==> config.mk <==
export PLATFORM = sky130hd
export DESIGN_NAME = cruise_speed_mode_controller_top
export DESIGN_NICKNAME = d
export VERILOG_FILES = /design/src/sv/csmc_pkg.sv /design/src/sv/cruise_speed_mode_controller_top.sv /design/src/sv/csmc_cfg.sv /design/src/sv/csmc_step.sv
export SDC_FILE = /design/constraint.sdc
export NUM_CORES = 1
export LEC_CHECK = 0
export BUFFER_PORTS_ARGS = -buffer_cell sky130_fd_sc_hd__buf_4
export CAP_MARGIN = 20
export CELL_PAD_IN_SITES_DETAIL_PLACEMENT = 1
export CELL_PAD_IN_SITES_GLOBAL_PLACEMENT = 1
export CORE_MARGIN = 10
export CORE_UTILIZATION = 47
export CTS_CLUSTER_DIAMETER = 100
export CTS_CLUSTER_SIZE = 30
export DETAILED_ROUTE_END_ITERATION = 6
export GPL_ROUTABILITY_DRIVEN = 0
export PLACE_DENSITY_LB_ADDON = 0.1
export SLEW_MARGIN = 25
export SYNTH_ARGS = -nofsm -noshare
export SYNTH_HDL_FRONTEND = slang
export SYNTH_SLANG_ARGS = --single-unit
export TNS_END_PERCENT = 1
==> constraint.sdc <==
create_clock -name i_clk -period 15.8 [get_ports i_clk]
set_clock_uncertainty 0.05 [all_clocks]
set_input_delay 1.58 -clock i_clk [delete_from_list [all_inputs] [get_ports i_clk]]
set_output_delay 1.58 -clock i_clk [all_outputs]
set_load 0.05 [all_outputs]
==> src/sv/csmc_pkg.sv <==
// Shared types, codes and constants for the cruise speed and mode controller.
package csmc_pkg;

    localparam int LEVEL_W = 10;
    localparam int DIST_W  = 16;
    localparam int TGT_W   = 16;
    localparam int CFG_W   = 8;
    localparam int CFG_IDX_W = 3;

    localparam logic [LEVEL_W-1:0] LEVEL_MAX  = 10'd1000;
    localparam logic [LEVEL_W-1:0] LEVEL_MIN  = 10'd100;
    localparam logic [LEVEL_W-1:0] LEVEL_RUN  = 10'd150;
    localparam logic [LEVEL_W:0]   STEP_CMD   = 11'd50;
    localparam logic [LEVEL_W:0]   STEP_ACC   = 11'd10;
    localparam logic [LEVEL_W:0]   STEP_COAST = 11'd2;
    localparam logic [11:0]        DISP_RECIP = 12'd3277;

    localparam logic [7:0] CMD_ACCEL    = 8'h41;
    localparam logic [7:0] CMD_DECEL    = 8'h44;
    localparam logic [7:0] CMD_STOP     = 8'h53;
    localparam logic [7:0] CMD_OFF      = 8'h4F;
    localparam logic [7:0] CMD_NORMAL   = 8'h4E;
    localparam logic [7:0] CMD_ADAPTIVE = 8'h50;
    localparam logic [7:0] CMD_CLOSE    = 8'h43;
    localparam logic [7:0] CMD_MEDIUM   = 8'h4D;
    localparam logic [7:0] CMD_FAR      = 8'h46;
    localparam logic [7:0] CMD_TGT_UP   = 8'h49;
    localparam logic [7:0] CMD_TGT_DN   = 8'h4A;

    localparam logic [CFG_IDX_W-1:0] CFG_FAR_UPPER    = 3'd0;
    localparam logic [CFG_IDX_W-1:0] CFG_FAR_LOWER    = 3'd1;
    localparam logic [CFG_IDX_W-1:0] CFG_MEDIUM_UPPER = 3'd2;
    localparam logic [CFG_IDX_W-1:0] CFG_MEDIUM_LOWER = 3'd3;
    localparam logic [CFG_IDX_W-1:0] CFG_CLOSE_UPPER  = 3'd4;
    localparam logic [CFG_IDX_W-1:0] CFG_CLOSE_LOWER  = 3'd5;
    localparam logic [CFG_IDX_W-1:0] CFG_DANGER_GAP   = 3'd6;
    localparam logic [CFG_IDX_W-1:0] CFG_WARN_GAP     = 3'd7;

    typedef enum logic [1:0] {
        MODE_OFF      = 2'd0,
        MODE_NORMAL   = 2'd1,
        MODE_ADAPTIVE = 2'd2
    } t_mode;

    typedef enum logic [1:0] {
        BAND_NONE   = 2'd0,
        BAND_CLOSE  = 2'd1,
        BAND_MEDIUM = 2'd2,
        BAND_FAR    = 2'd3
    } t_band;

    typedef enum logic [1:0] {
        LIGHT_NONE  = 2'd0,
        LIGHT_ACCEL = 2'd1,
        LIGHT_DECEL = 2'd2,
        LIGHT_STOP  = 2'd3
    } t_light;

    typedef struct packed {
        logic [CFG_W-1:0] far_upper;
        logic [CFG_W-1:0] far_lower;
        logic [CFG_W-1:0] medium_upper;
        logic [CFG_W-1:0] medium_lower;
        logic [CFG_W-1:0] close_upper;
        logic [CFG_W-1:0] close_lower;
        logic [CFG_W-1:0] danger_gap;
        logic [CFG_W-1:0] warn_gap;
    } t_cfg;

    typedef struct packed {
        t_mode              mode;
        logic [LEVEL_W-1:0] level;
        logic [TGT_W-1:0]   target;
        t_band              pending_band;
        t_band              active_band;
    } t_state;

    typedef struct packed {
        logic [LEVEL_W-1:0] duty;
        logic [5:0]         speed_display;
        logic               buzzer;
        t_mode              drive_mode;
        logic [TGT_W-1:0]   target_level;
        t_light             light_event;
    } t_result;

endpackage

==> src/sv/cruise_speed_mode_controller_top.sv <==
// Top level of the cruise speed and mode controller.
// Each accepted word is one control tick: it is registered on entry, processed
// combinationally against the mode/level/target/band state, and its result word is
// registered on exit into the result register once the output side can take it;
// one word is accepted per cycle when the output side is not stalled. Threshold
// registers are written through the plain write port and take effect on the next tick.
module cruise_speed_mode_controller_top (
    input  logic                           i_clk,
    input  logic                           i_rst_n,
    input  logic                           i_in_valid,
    output logic                           o_in_stall,
    input  logic [7:0]                     i_cmd_byte,
    input  logic [csmc_pkg::DIST_W-1:0]    i_distance,
    output logic                           o_out_valid,
    input  logic                           i_out_stall,
    output logic [csmc_pkg::LEVEL_W-1:0]   o_duty,
    output logic [5:0]                     o_speed_display,
    output logic                           o_buzzer,
    output logic [1:0]                     o_drive_mode,
    output logic [csmc_pkg::TGT_W-1:0]     o_target_level,
    output logic [1:0]                     o_light_event,
    input  logic                           i_cfg_we,
    input  logic [csmc_pkg::CFG_IDX_W-1:0] i_cfg_idx,
    input  logic [csmc_pkg::CFG_W-1:0]     i_cfg_data
);
    import csmc_pkg::*;

    logic              r_in_vld;
    logic [7:0]        r_cmd;
    logic [DIST_W-1:0] r_dist;
    t_state            r_st;
    t_state            n_st;
    logic              r_out_vld;
    t_result           r_out;
    t_result           n_out;
    t_cfg              w_cfg;
    logic              w_adv;

    csmc_cfg u_cfg (
        .i_clk      (i_clk),
        .i_rst_n    (i_rst_n),
        .i_cfg_we   (i_cfg_we),
        .i_cfg_idx  (i_cfg_idx),
        .i_cfg_data (i_cfg_data),
        .o_cfg      (w_cfg)
    );

    csmc_step u_step (
        .i_cfg    (w_cfg),
        .i_state  (r_st),
        .i_cmd    (r_cmd),
        .i_dist   (r_dist),
        .o_state  (n_st),
        .o_result (n_out)
    );

    assign w_adv      = r_in_vld & (~r_out_vld | ~i_out_stall);
    assign o_in_stall = r_in_vld & ~w_adv;

    always_ff @(posedge i_clk) begin
        if (!i_rst_n) begin
            r_in_vld <= 1'b0;
        end else if (!o_in_stall) begin
            r_in_vld <= i_in_valid;
        end
    end

    always_ff @(posedge i_clk) begin
        if (i_in_valid && !o_in_stall) begin
            r_cmd  <= i_cmd_byte;
            r_dist <= i_distance;
        end
    end

    always_ff @(posedge i_clk) begin
        if (!i_rst_n) begin
            r_st.mode         <= MODE_OFF;
            r_st.level        <= LEVEL_MIN;
            r_st.target       <= TGT_W'(LEVEL_MIN);
            r_st.pending_band <= BAND_NONE;
            r_st.active_band  <= BAND_NONE;
        end else if (w_adv) begin
            r_st <= n_st;
        end
    end

    always_ff @(posedge i_clk) begin
        if (!i_rst_n) begin
            r_out_vld <= 1'b0;
        end else if (w_adv) begin
            r_out_vld <= 1'b1;
        end else if (!i_out_stall) begin
            r_out_vld <= 1'b0;
        end
    end

    always_ff @(posedge i_clk) begin
        if (w_adv) begin
            r_out <= n_out;
        end
    end

    assign o_out_valid     = r_out_vld;
    assign o_duty          = r_out.duty;
    assign o_speed_display = r_out.speed_display;
    assign o_buzzer        = r_out.buzzer;
    assign o_drive_mode    = r_out.drive_mode;
    assign o_target_level  = r_out.target_level;
    assign o_light_event   = r_out.light_event;

endmodule

==> src/sv/csmc_cfg.sv <==
// Threshold register file with write port.
module csmc_cfg (
    input  logic                         i_clk,
    input  logic                         i_rst_n,
    input  logic                         i_cfg_we,
    input  logic [csmc_pkg::CFG_IDX_W-1:0] i_cfg_idx,
    input  logic [csmc_pkg::CFG_W-1:0]   i_cfg_data,
    output csmc_pkg::t_cfg               o_cfg
);
    import csmc_pkg::*;

    t_cfg r_cfg;

    always_ff @(posedge i_clk) begin
        if (!i_rst_n) begin
            r_cfg.far_upper    <= 8'd80;
            r_cfg.far_lower    <= 8'd60;
            r_cfg.medium_upper <= 8'd50;
            r_cfg.medium_lower <= 8'd40;
            r_cfg.close_upper  <= 8'd30;
            r_cfg.close_lower  <= 8'd20;
            r_cfg.danger_gap   <= 8'd15;
            r_cfg.warn_gap     <= 8'd30;
        end else if (i_cfg_we) begin
            unique case (i_cfg_idx)
                CFG_FAR_UPPER:    r_cfg.far_upper    <= i_cfg_data;
                CFG_FAR_LOWER:    r_cfg.far_lower    <= i_cfg_data;
                CFG_MEDIUM_UPPER: r_cfg.medium_upper <= i_cfg_data;
                CFG_MEDIUM_LOWER: r_cfg.medium_lower <= i_cfg_data;
                CFG_CLOSE_UPPER:  r_cfg.close_upper  <= i_cfg_data;
                CFG_CLOSE_LOWER:  r_cfg.close_lower  <= i_cfg_data;
                CFG_DANGER_GAP:   r_cfg.danger_gap   <= i_cfg_data;
                CFG_WARN_GAP:     r_cfg.warn_gap     <= i_cfg_data;
                default: ;
            endcase
        end
    end

    assign o_cfg = r_cfg;

endmodule

==> src/sv/csmc_step.sv <==
// One control tick: command decode, mode step, level clamp and output forming.
module csmc_step (
    input  csmc_pkg::t_cfg                 i_cfg,
    input  csmc_pkg::t_state               i_state,
    input  logic [7:0]                     i_cmd,
    input  logic [csmc_pkg::DIST_W-1:0]    i_dist,
    output csmc_pkg::t_state               o_state,
    output csmc_pkg::t_result              o_result
);
    import csmc_pkg::*;

    always_comb begin
        t_mode              m;
        logic [LEVEL_W:0]   lv;
        logic [TGT_W-1:0]   tg;
        t_band              pb;
        t_band              ab;
        t_light             ev;
        logic [CFG_W-1:0]   up;
        logic [CFG_W-1:0]   lo;
        logic               danger;
        logic [LEVEL_W-1:0] lvc;
        logic [LEVEL_W-1:0] x;
        logic [21:0]        prod;

        m  = i_state.mode;
        lv = {1'b0, i_state.level};
        tg = i_state.target;
        pb = i_state.pending_band;
        ab = i_state.active_band;
        ev = LIGHT_NONE;
        up = '0;
        lo = '0;
        danger = (i_dist <= {8'd0, i_cfg.danger_gap});

        case (i_cmd)
            CMD_ACCEL: begin
                if (m == MODE_OFF) begin
                    lv = lv + STEP_CMD;
                    ev = LIGHT_ACCEL;
                end
            end
            CMD_DECEL: begin
                if (m == MODE_ADAPTIVE) m = MODE_NORMAL;
                lv = lv - STEP_CMD;
                ev = LIGHT_DECEL;
            end
            CMD_STOP: begin
                m  = MODE_OFF;
                lv = {1'b0, LEVEL_MIN};
                ev = LIGHT_STOP;
            end
            CMD_OFF:      m = MODE_OFF;
            CMD_NORMAL: begin
                m  = MODE_NORMAL;
                tg = TGT_W'(lv);
            end
            CMD_ADAPTIVE: begin
                m  = MODE_ADAPTIVE;
                tg = TGT_W'(lv);
            end
            CMD_CLOSE:    pb = BAND_CLOSE;
            CMD_MEDIUM:   pb = BAND_MEDIUM;
            CMD_FAR:      pb = BAND_FAR;
            CMD_TGT_UP:   tg = tg + TGT_W'(STEP_CMD);
            CMD_TGT_DN:   tg = tg - TGT_W'(STEP_CMD);
            default: ;
        endcase

        case (m)
            MODE_ADAPTIVE: begin
                if (pb != BAND_NONE) ab = pb;
                pb = BAND_NONE;
                case (ab)
                    BAND_CLOSE: begin
                        up = i_cfg.close_upper;
                        lo = i_cfg.close_lower;
                    end
                    BAND_MEDIUM: begin
                        up = i_cfg.medium_upper;
                        lo = i_cfg.medium_lower;
                    end
                    BAND_FAR: begin
                        up = i_cfg.far_upper;
                        lo = i_cfg.far_lower;
                    end
                    default: ;
                endcase
                if (i_dist > {8'd0, up}) begin
                    lv = lv + STEP_ACC;
                end else if (i_dist < {8'd0, lo} && !danger) begin
                    lv = lv - STEP_ACC;
                end else if (danger) begin
                    lv = {1'b0, LEVEL_MIN};
                    m  = MODE_OFF;
                end
                if (tg > TGT_W'(LEVEL_MAX)) tg = TGT_W'(LEVEL_MAX);
                else if (tg < TGT_W'(LEVEL_MIN)) tg = TGT_W'(LEVEL_MIN);
                if (TGT_W'(lv) > tg) lv = tg[LEVEL_W:0];
            end
            MODE_NORMAL: begin
                if (tg > TGT_W'(LEVEL_MAX)) tg = TGT_W'(LEVEL_MAX);
                else if (tg < TGT_W'(LEVEL_MIN)) tg = TGT_W'(LEVEL_MIN);
                if (TGT_W'(lv) > tg) lv = tg[LEVEL_W:0];
                if (danger) begin
                    lv = {1'b0, LEVEL_MIN};
                    m  = MODE_OFF;
                end
            end
            default: begin
                if (danger) lv = {1'b0, LEVEL_MIN};
                else if (lv > {1'b0, LEVEL_MIN}) lv = lv - STEP_COAST;
            end
        endcase

        if (lv > {1'b0, LEVEL_MAX}) lvc = LEVEL_MAX;
        else if (lv < {1'b0, LEVEL_MIN}) lvc = LEVEL_MIN;
        else lvc = lv[LEVEL_W-1:0];

        x    = lvc - LEVEL_MIN;
        prod = 22'(x) * 22'(DISP_RECIP);

        o_state.mode         = m;
        o_state.level        = lvc;
        o_state.target       = tg;
        o_state.pending_band = pb;
        o_state.active_band  = ab;

        if (lvc < LEVEL_RUN) begin
            o_result.duty          = '0;
            o_result.speed_display = '0;
        end else begin
            o_result.duty          = lvc;
            o_result.speed_display = prod[21:16];
        end
        o_result.buzzer       = (m == MODE_NORMAL) && (i_dist < {8'd0, i_cfg.warn_gap})
                                && (lvc >= LEVEL_RUN);
        o_result.drive_mode   = m;
        o_result.target_level = tg;
        o_result.light_event  = ev;
    end

endmodule

# --- Word level (Yosys, flattened, before mapping) ---
# Cells that the tools add are included.
op_classes:
  mux: 38
  addsub: 8
  div_mod_pow: 0
  bitwise_logic: 6
  n_mul: 1
  order_cmp: 13
  eq_ne: 26
  shifts: 0
  reduce_logical: 20
op_table:
  columns: ["cell", "n"]
  rows:
  - ["$mux W11", 10]
  - ["$eq A8 B7 Y1 const B", 11]
  - ["$mux W16", 4]
  - ["$pmux W16 S3", 1]
  - ["$pmux W8 S3", 2]
  - ["$pmux W11 S3", 1]
  - ["$gt A11 B16 Y1", 2]
  - ["$lt A16 B8 Y1", 2]
  - ["$pmux W16 S2", 1]
  - ["$mul A10 B12 Y22 const B", 1]
  - ["$pmux W11 S2", 1]
  - ["$mux W10", 2]
  - ["$reduce_and A2 Y1", 9]
  - ["$add A16 B6 Y16 const B", 1]
  - ["$gt A16 B10 Y1 const B", 1]
  - ["$gt A16 B8 Y1", 1]
  - ["$le A16 B8 Y1", 1]
  - ["$lt A16 B7 Y1 const B", 1]
  - ["$mux W8", 2]
  - ["$sub A16 B6 Y16 const B", 1]
  - ["$mux W2", 7]
  - ["$eq A3 B3 Y1 const B", 4]
  - ["$pmux W2 S3", 2]
  - ["$add A10 B6 Y11 const B", 1]
  - ["27 further kinds", 43]
word_totals:
  ram_bits: 0
  reg_bits: 159
  latch_bits: 0
  in_bits: 40
  elab_cells: 135
  romBits: 0
  mem_count: 0
  out_inout_bits: 39

# --- Depth between registers and ports, before layout ---
logic_depth:
  ltp_word: 21
  depth_mapped: 66
  mapped_depth_nobuf: 61

# --- Cells and area by module ---
# From an unflattened synthesis, not the netlist that was laid out.
unflattened:
  cells_unflattened: 1558
  hier_area_um2: 13671.9
by_module_without_submodules:
  columns: ["mod", "area_per_inst_um2", "instances", "seq_area_each_um2", "cells_each"]
  rows:
  - ["csmc_step", 7932.6, 1, 0.0, 1114]
  - ["cruise_speed_mode_controller_top", 3250.6, 1, 2512.4, 208]
  - ["csmc_cfg", 2488.6, 1, 1281.2, 236]

# --- Least setup slack after synthesis ---
# OpenSTA, ideal clock, no wires.
synth_path:
  path_type: "register -> register"
  startpoint: "register r_cmd[4]"
  endpoint: "register r_out (netlist bit o_speed_display[5]) (data pin)"
  stages_incl_launch_ff: 63
  t_arrival_ns: 13.835
  period_less_slack_ns: 14.155
  n_path_buf: 5
  setup_time_ns: 0.270
  setup_slack_ns: 1.645
  t_required_ns: 15.480
  path_cell_list: "edfxtp_1 buf_6 or4b_4 buf_6 nor4b_1 inv_1 ha_1 a21o_1 a21oi_1 a211oi_1 nor2_1 a21oi_1 or3_1 a32o_1 clkbuf_1 nor4b_2 nand2b_1 ha_1 (+27 left out) fa_1 inv_1 fa_1 inv_1 ha_1 a21o_1 a21o_1 a21oi_1 o21ai_0 a21o_1 a21oi_1 nor2b_1 o21ai_0 nand2_1 a221oi_1 o21ai_0 xnor2_1 nor3_1"
synth_lines:
  columns: ["item", "line_no", "rtl"]
  rows:
  - ["start, declared", "cruise_speed_mode_controller_top.sv:29", "logic [7:0] r_cmd;"]
  - ["start signal, assigned", "cruise_speed_mode_controller_top.sv:70", "r_cmd <= i_cmd_byte;"]
  - ["end signal, assigned", "cruise_speed_mode_controller_top.sv:99", "r_out <= n_out;"]
  - ["end, declared", "cruise_speed_mode_controller_top.sv:34", "t_result r_out;"]

# --- Worst setup path in the final report ---
layout_path:
  startpoint: "register r_cmd[4]"
  endpoint: "register r_out (netlist bit o_speed_display[5]) (data pin)"
layout_between:
  elab_chain_cells: 21
  word_cells_on_any_way: 61
  classes_between: "add/sub: 4; mul: 1; order compare: 10; eq/ne: 16; mux: 26; reduce/logical: 4"
layout_rtl:
  columns: ["item", "line_no", "rtl"]
  rows:
  - ["$eq A8 B7 Y1", "csmc_step.sv:36", "case (i_cmd)"]
  - ["$pmux W2 S3", "csmc_step.sv:36", null]
  - ["$reduce_bool A2 Y1", "csmc_step.sv:72", "if (pb != BAND_NONE) ab = pb;"]
  - ["$mux W2", "csmc_step.sv:72", null]
  - ["$mux W2", "csmc_step.sv:70", "case (m)"]
  - ["$eq A2 B2 Y1 or $eq A2 B1 Y1 (tied branches)", "csmc_step.sv:74", "case (ab)"]
  - ["$pmux W8 S3", "csmc_step.sv:74", null]
  - ["$mux W8", "csmc_step.sv:70", null]
  - ["(+5 left out)", null, null]
  - ["$gt A11 B16 Y1", "csmc_step.sv:99", "if (TGT_W'(lv) > tg) lv = tg[LEVEL_W:0];"]
  - ["$mux W11", "csmc_step.sv:99", null]
  - ["$pmux W11 S2 *", "csmc_step.sv:70", null]
  - ["$lt A11 B7 Y1", "csmc_step.sv:117", "else if (lv < {1'b0, LEVEL_MIN}) lvc = LEVEL_MIN;"]
  - ["$mux W10", "csmc_step.sv:117", null]
  - ["$mux W10 *", "csmc_step.sv:116", "if (lv > {1'b0, LEVEL_MAX}) lvc = LEVEL_MAX;"]
  - ["$sub A10 B7 Y10", "csmc_step.sv:120", "x = lvc - LEVEL_MIN;"]
  - ["$mul A10 B12 Y22", "csmc_step.sv:121", "prod = 22'(x) * 22'(DISP_RECIP);"]
# Every way passes the cells marked *; elsewhere a longest branch is shown, timed or not. The select of a mux whose other input is x is not followed.
# A chain may end at the register's enable or synchronous reset.

==> results.toml <==
[synthesis]
synth_commonest_cells = "265 x nand2_1, 148 x a21oi_1, 131 x ha_1"
yosysMostFrequentCell = "nand2_1"
synth.cell_area_um2 = 12900
yosysTopAreaCell = "dfxtp_1"
synth_cells = 1585
synth-async-reset-ratio_pct = 0
yosysWarnings = 0
synth_top_area_share_pct = 15.2
syn_avg_cell_area_um2 = 8.12
synth_edf_count = 61
ys_types = 91
synth_area_leaders = "dfxtp_1 15%, edfxtp_1 14%, ha_1 13%"
synth-main-ff-cell = "dfxtp_1"
synth-seq-area-share_pct = 29.5
ys_ff_latch = 159

[die]
die_area_um2 = 34400
die_w_um = 185
coreArea_um2 = 27000
ioPinCount = 79
placementRows = 60
die_y_um = 185
start_util_pct = 47.8

[hold_path]
hold_path_class = "register to register"
hold_path_startpoint = "u_cfg.o_cfg[17]"

[critical_path]
crit_family = "simple AND/OR/NAND/NOR gates"
cp-start-kind = "register"
rr_endpoint = "o_speed_display[5]"
setup.worst_path.end = "o_speed_display[5]"
worstPathArrival_ns = 14.92
critPathSlowestCell = "or4b_4"
worstSetupStartpoint = "r_cmd[4]"
cp-end-kind = "register"
r2r_start = "r_cmd[4]"
crit_cells = 57
crit_type = "register to register"
r2r_cells = 57
cp_max_fo = 17
ff2ff_setup_slack_ns = 1.10
worstPathBufferInverterCount = 7
slowest_delay_ns = 0.64
required_ns = 16.03

[routing]
drt_pass1_iterations = 6
route.vias.total = 12400
drt_wl_total_um = 44700
antenna_left = 0
routedWlPerCell_um = 22.5
drt-initial-drc-count = 756
avgViaCountPerCell = 6.26
drc_errors = 0

[run]
cap_violations = 0

[power_and_ir_drop]
p_total_mw = 1.46
ir_worst_vdd_mv = 0.101
power_leakage_nw = 6.08
power_density_nw_per_um2 = 101

[timing]
slew_viol_final = 0
tightest_slew_ns = 1.11
setup_slack_ns = 1.10
max-slew-margin-rel_pct = 26.3
setup_viol = 0
rsz0062_at_grt = "no"
max_freq_mhz = 68.0
tns_ns = 0
holdWs_ns = 0.410
period_needed_ns = 14.70
finalHoldViolCount = 0
min_period_over_period_pct = 93.0

[placement]
io_buffers = 78
dp_hpwl_um = 33600
dp_cells = 1953
pre_cts_slack_ns = 0.625
placed_area_um2 = 13700

[cts]
insertion_delay_ns = 0.46
root_buffer = "clkbuf_16"
cts_tree = "built"
cts_max_level = 4
cts.clk_slew.worst_paths_ns = 0.09
postCtsHoldBufs = 0
cts_buffer_depth = 2
numCtsBuffers = 17
cts.sinks = 159

[global_routing]
first_global_vias = 13100
gr-usage-met1_pct = 31.9
grt_overflow = 0
use_met2_pct = 46.4
grtUsageMet3_pct = 3.61
grt_max_degree = 66
track_usage_pct = 26.3
antenna_found_initial = 0
grt_busiest_layer = "met2"
grt_pass1_wl_um = 71700

[cells_and_area]
fin_area_um2 = 14400
final.fill_count = 3239
n_antenna_cell = 0
instances_no_fill = 1988
final_util_pct = 53.6
drive_above_1_share_pct = 11.1
syn_to_final_growth_pct = 12.2
fin_nets = 1832

[status]
status = "finished clean"
## what timing repair did
action	in CTS	in global routing
setup buffers	0	3
endpoints found under the setup margin	0	5
resized for setup	0	5
## per-layer routing
metal,wire [µm],up-vias
li1,-,5800
met2,22500,388
met1,18600,6145
met4,1490,0
met5,0,-
met3,2100,115
## cells by family (layout without fill, tap and decap cells)
kind of cell / count (synthesis) / after routing / share of synthesized area [%]
AOI/OAI and AO/OA: 418 / 418 / 21.7
DFF: 159 / 159 / 29.5
and+or+nand+nor: 634 / 634 / 23.6
adders and majority gates: 158 / 158 / 16.9
xor gates and xnor gates: 38 / 38 / 2.59
muxes: 6 / 6 / 0.467
buffers and inverters: 171 / 232 / 5.21
other: 1 / 2 / 0.0291
## worst reg2reg max path, delay by kind of cell, from the launching register on
kind,cells,cell delay [ns]
and+or+nand+nor,22,5.89
xor gates and xnor gates,2,0.34
DFF,1,0.52
adders and majority gates,9,3.62
AOI/OAI and AO/OA,17,3.30
buffers and inverters,7,0.84
## layout make-up
cell class              instances  area (µm²)  area share [%]
inverters                     101         379            2.62
clock inverters                15         230            1.59
well taps                     341         427            2.95
clock buffers                  17         425            2.94
flip-flops and latches        159        3790            26.3
multi-input cells            1256        8450            58.5
repair buffers                 99         743            5.15
## how the worst min path moves through the flow
stage                                 end  slack [ns]  depth (start not counted)
after global placement    u_cfg.o_cfg[19]        0.39                          2
final                     u_cfg.o_cfg[17]        0.41                          2
after global routing      u_cfg.o_cfg[49]        0.44                          2
after detailed placement  u_cfg.o_cfg[17]        0.40                          2
after floorplan                   r_st[4]        0.39                          2
after CTS                 u_cfg.o_cfg[17]        0.41                          2
## power by group
part / switching, mW / internal (mW)
clock network: 0.243 / 0.227
registers: 0.0177 / 0.443
logic: 0.324 / 0.207
## cell usage in the layout, fill, tap and decap left out, types with 7 or more instances in the layout
cell	n
clkbuf_16	17
nand4_1	16
a211o_1	10
and2_1	18
a211oi_1	13
a2111oi_0	7
nor2_1	107
xor2_1	11
inv_1	97
nor3b_1	7
a311oi_1	9
nor4_1	11
buf_4	99
edfxtp_1	61
ha_1	130
nand2b_1	24
a31oi_1	11
o21a_1	16
and3_1	14
a221oi_1	10
nor3_1	34
fa_1	27
dfxtp_1	98
o22ai_1	9
o21ai_0	53
inv_12	7
a21oi_1	147
nor2b_1	19
a21o_1	29
a22oi_1	7
or3_1	8
nand3_1	63
nand2_1	265
a31o_2	8
xnor2_1	27
o211ai_1	23
or2_2	8
## registers in the layout, indices dropped and copies added (netlist names)
name / cells
u_cfg.o_cfg: 64
r_st: 32
o_target_level: 16
r_dist: 16
o_duty: 10
r_cmd: 8
o_speed_display: 6
o_drive_mode: 2
o_light_event: 2
o_buzzer: 1
o_out_valid: 1
r_in_vld: 1
Note: power is estimated with default switching activity, not from simulation.
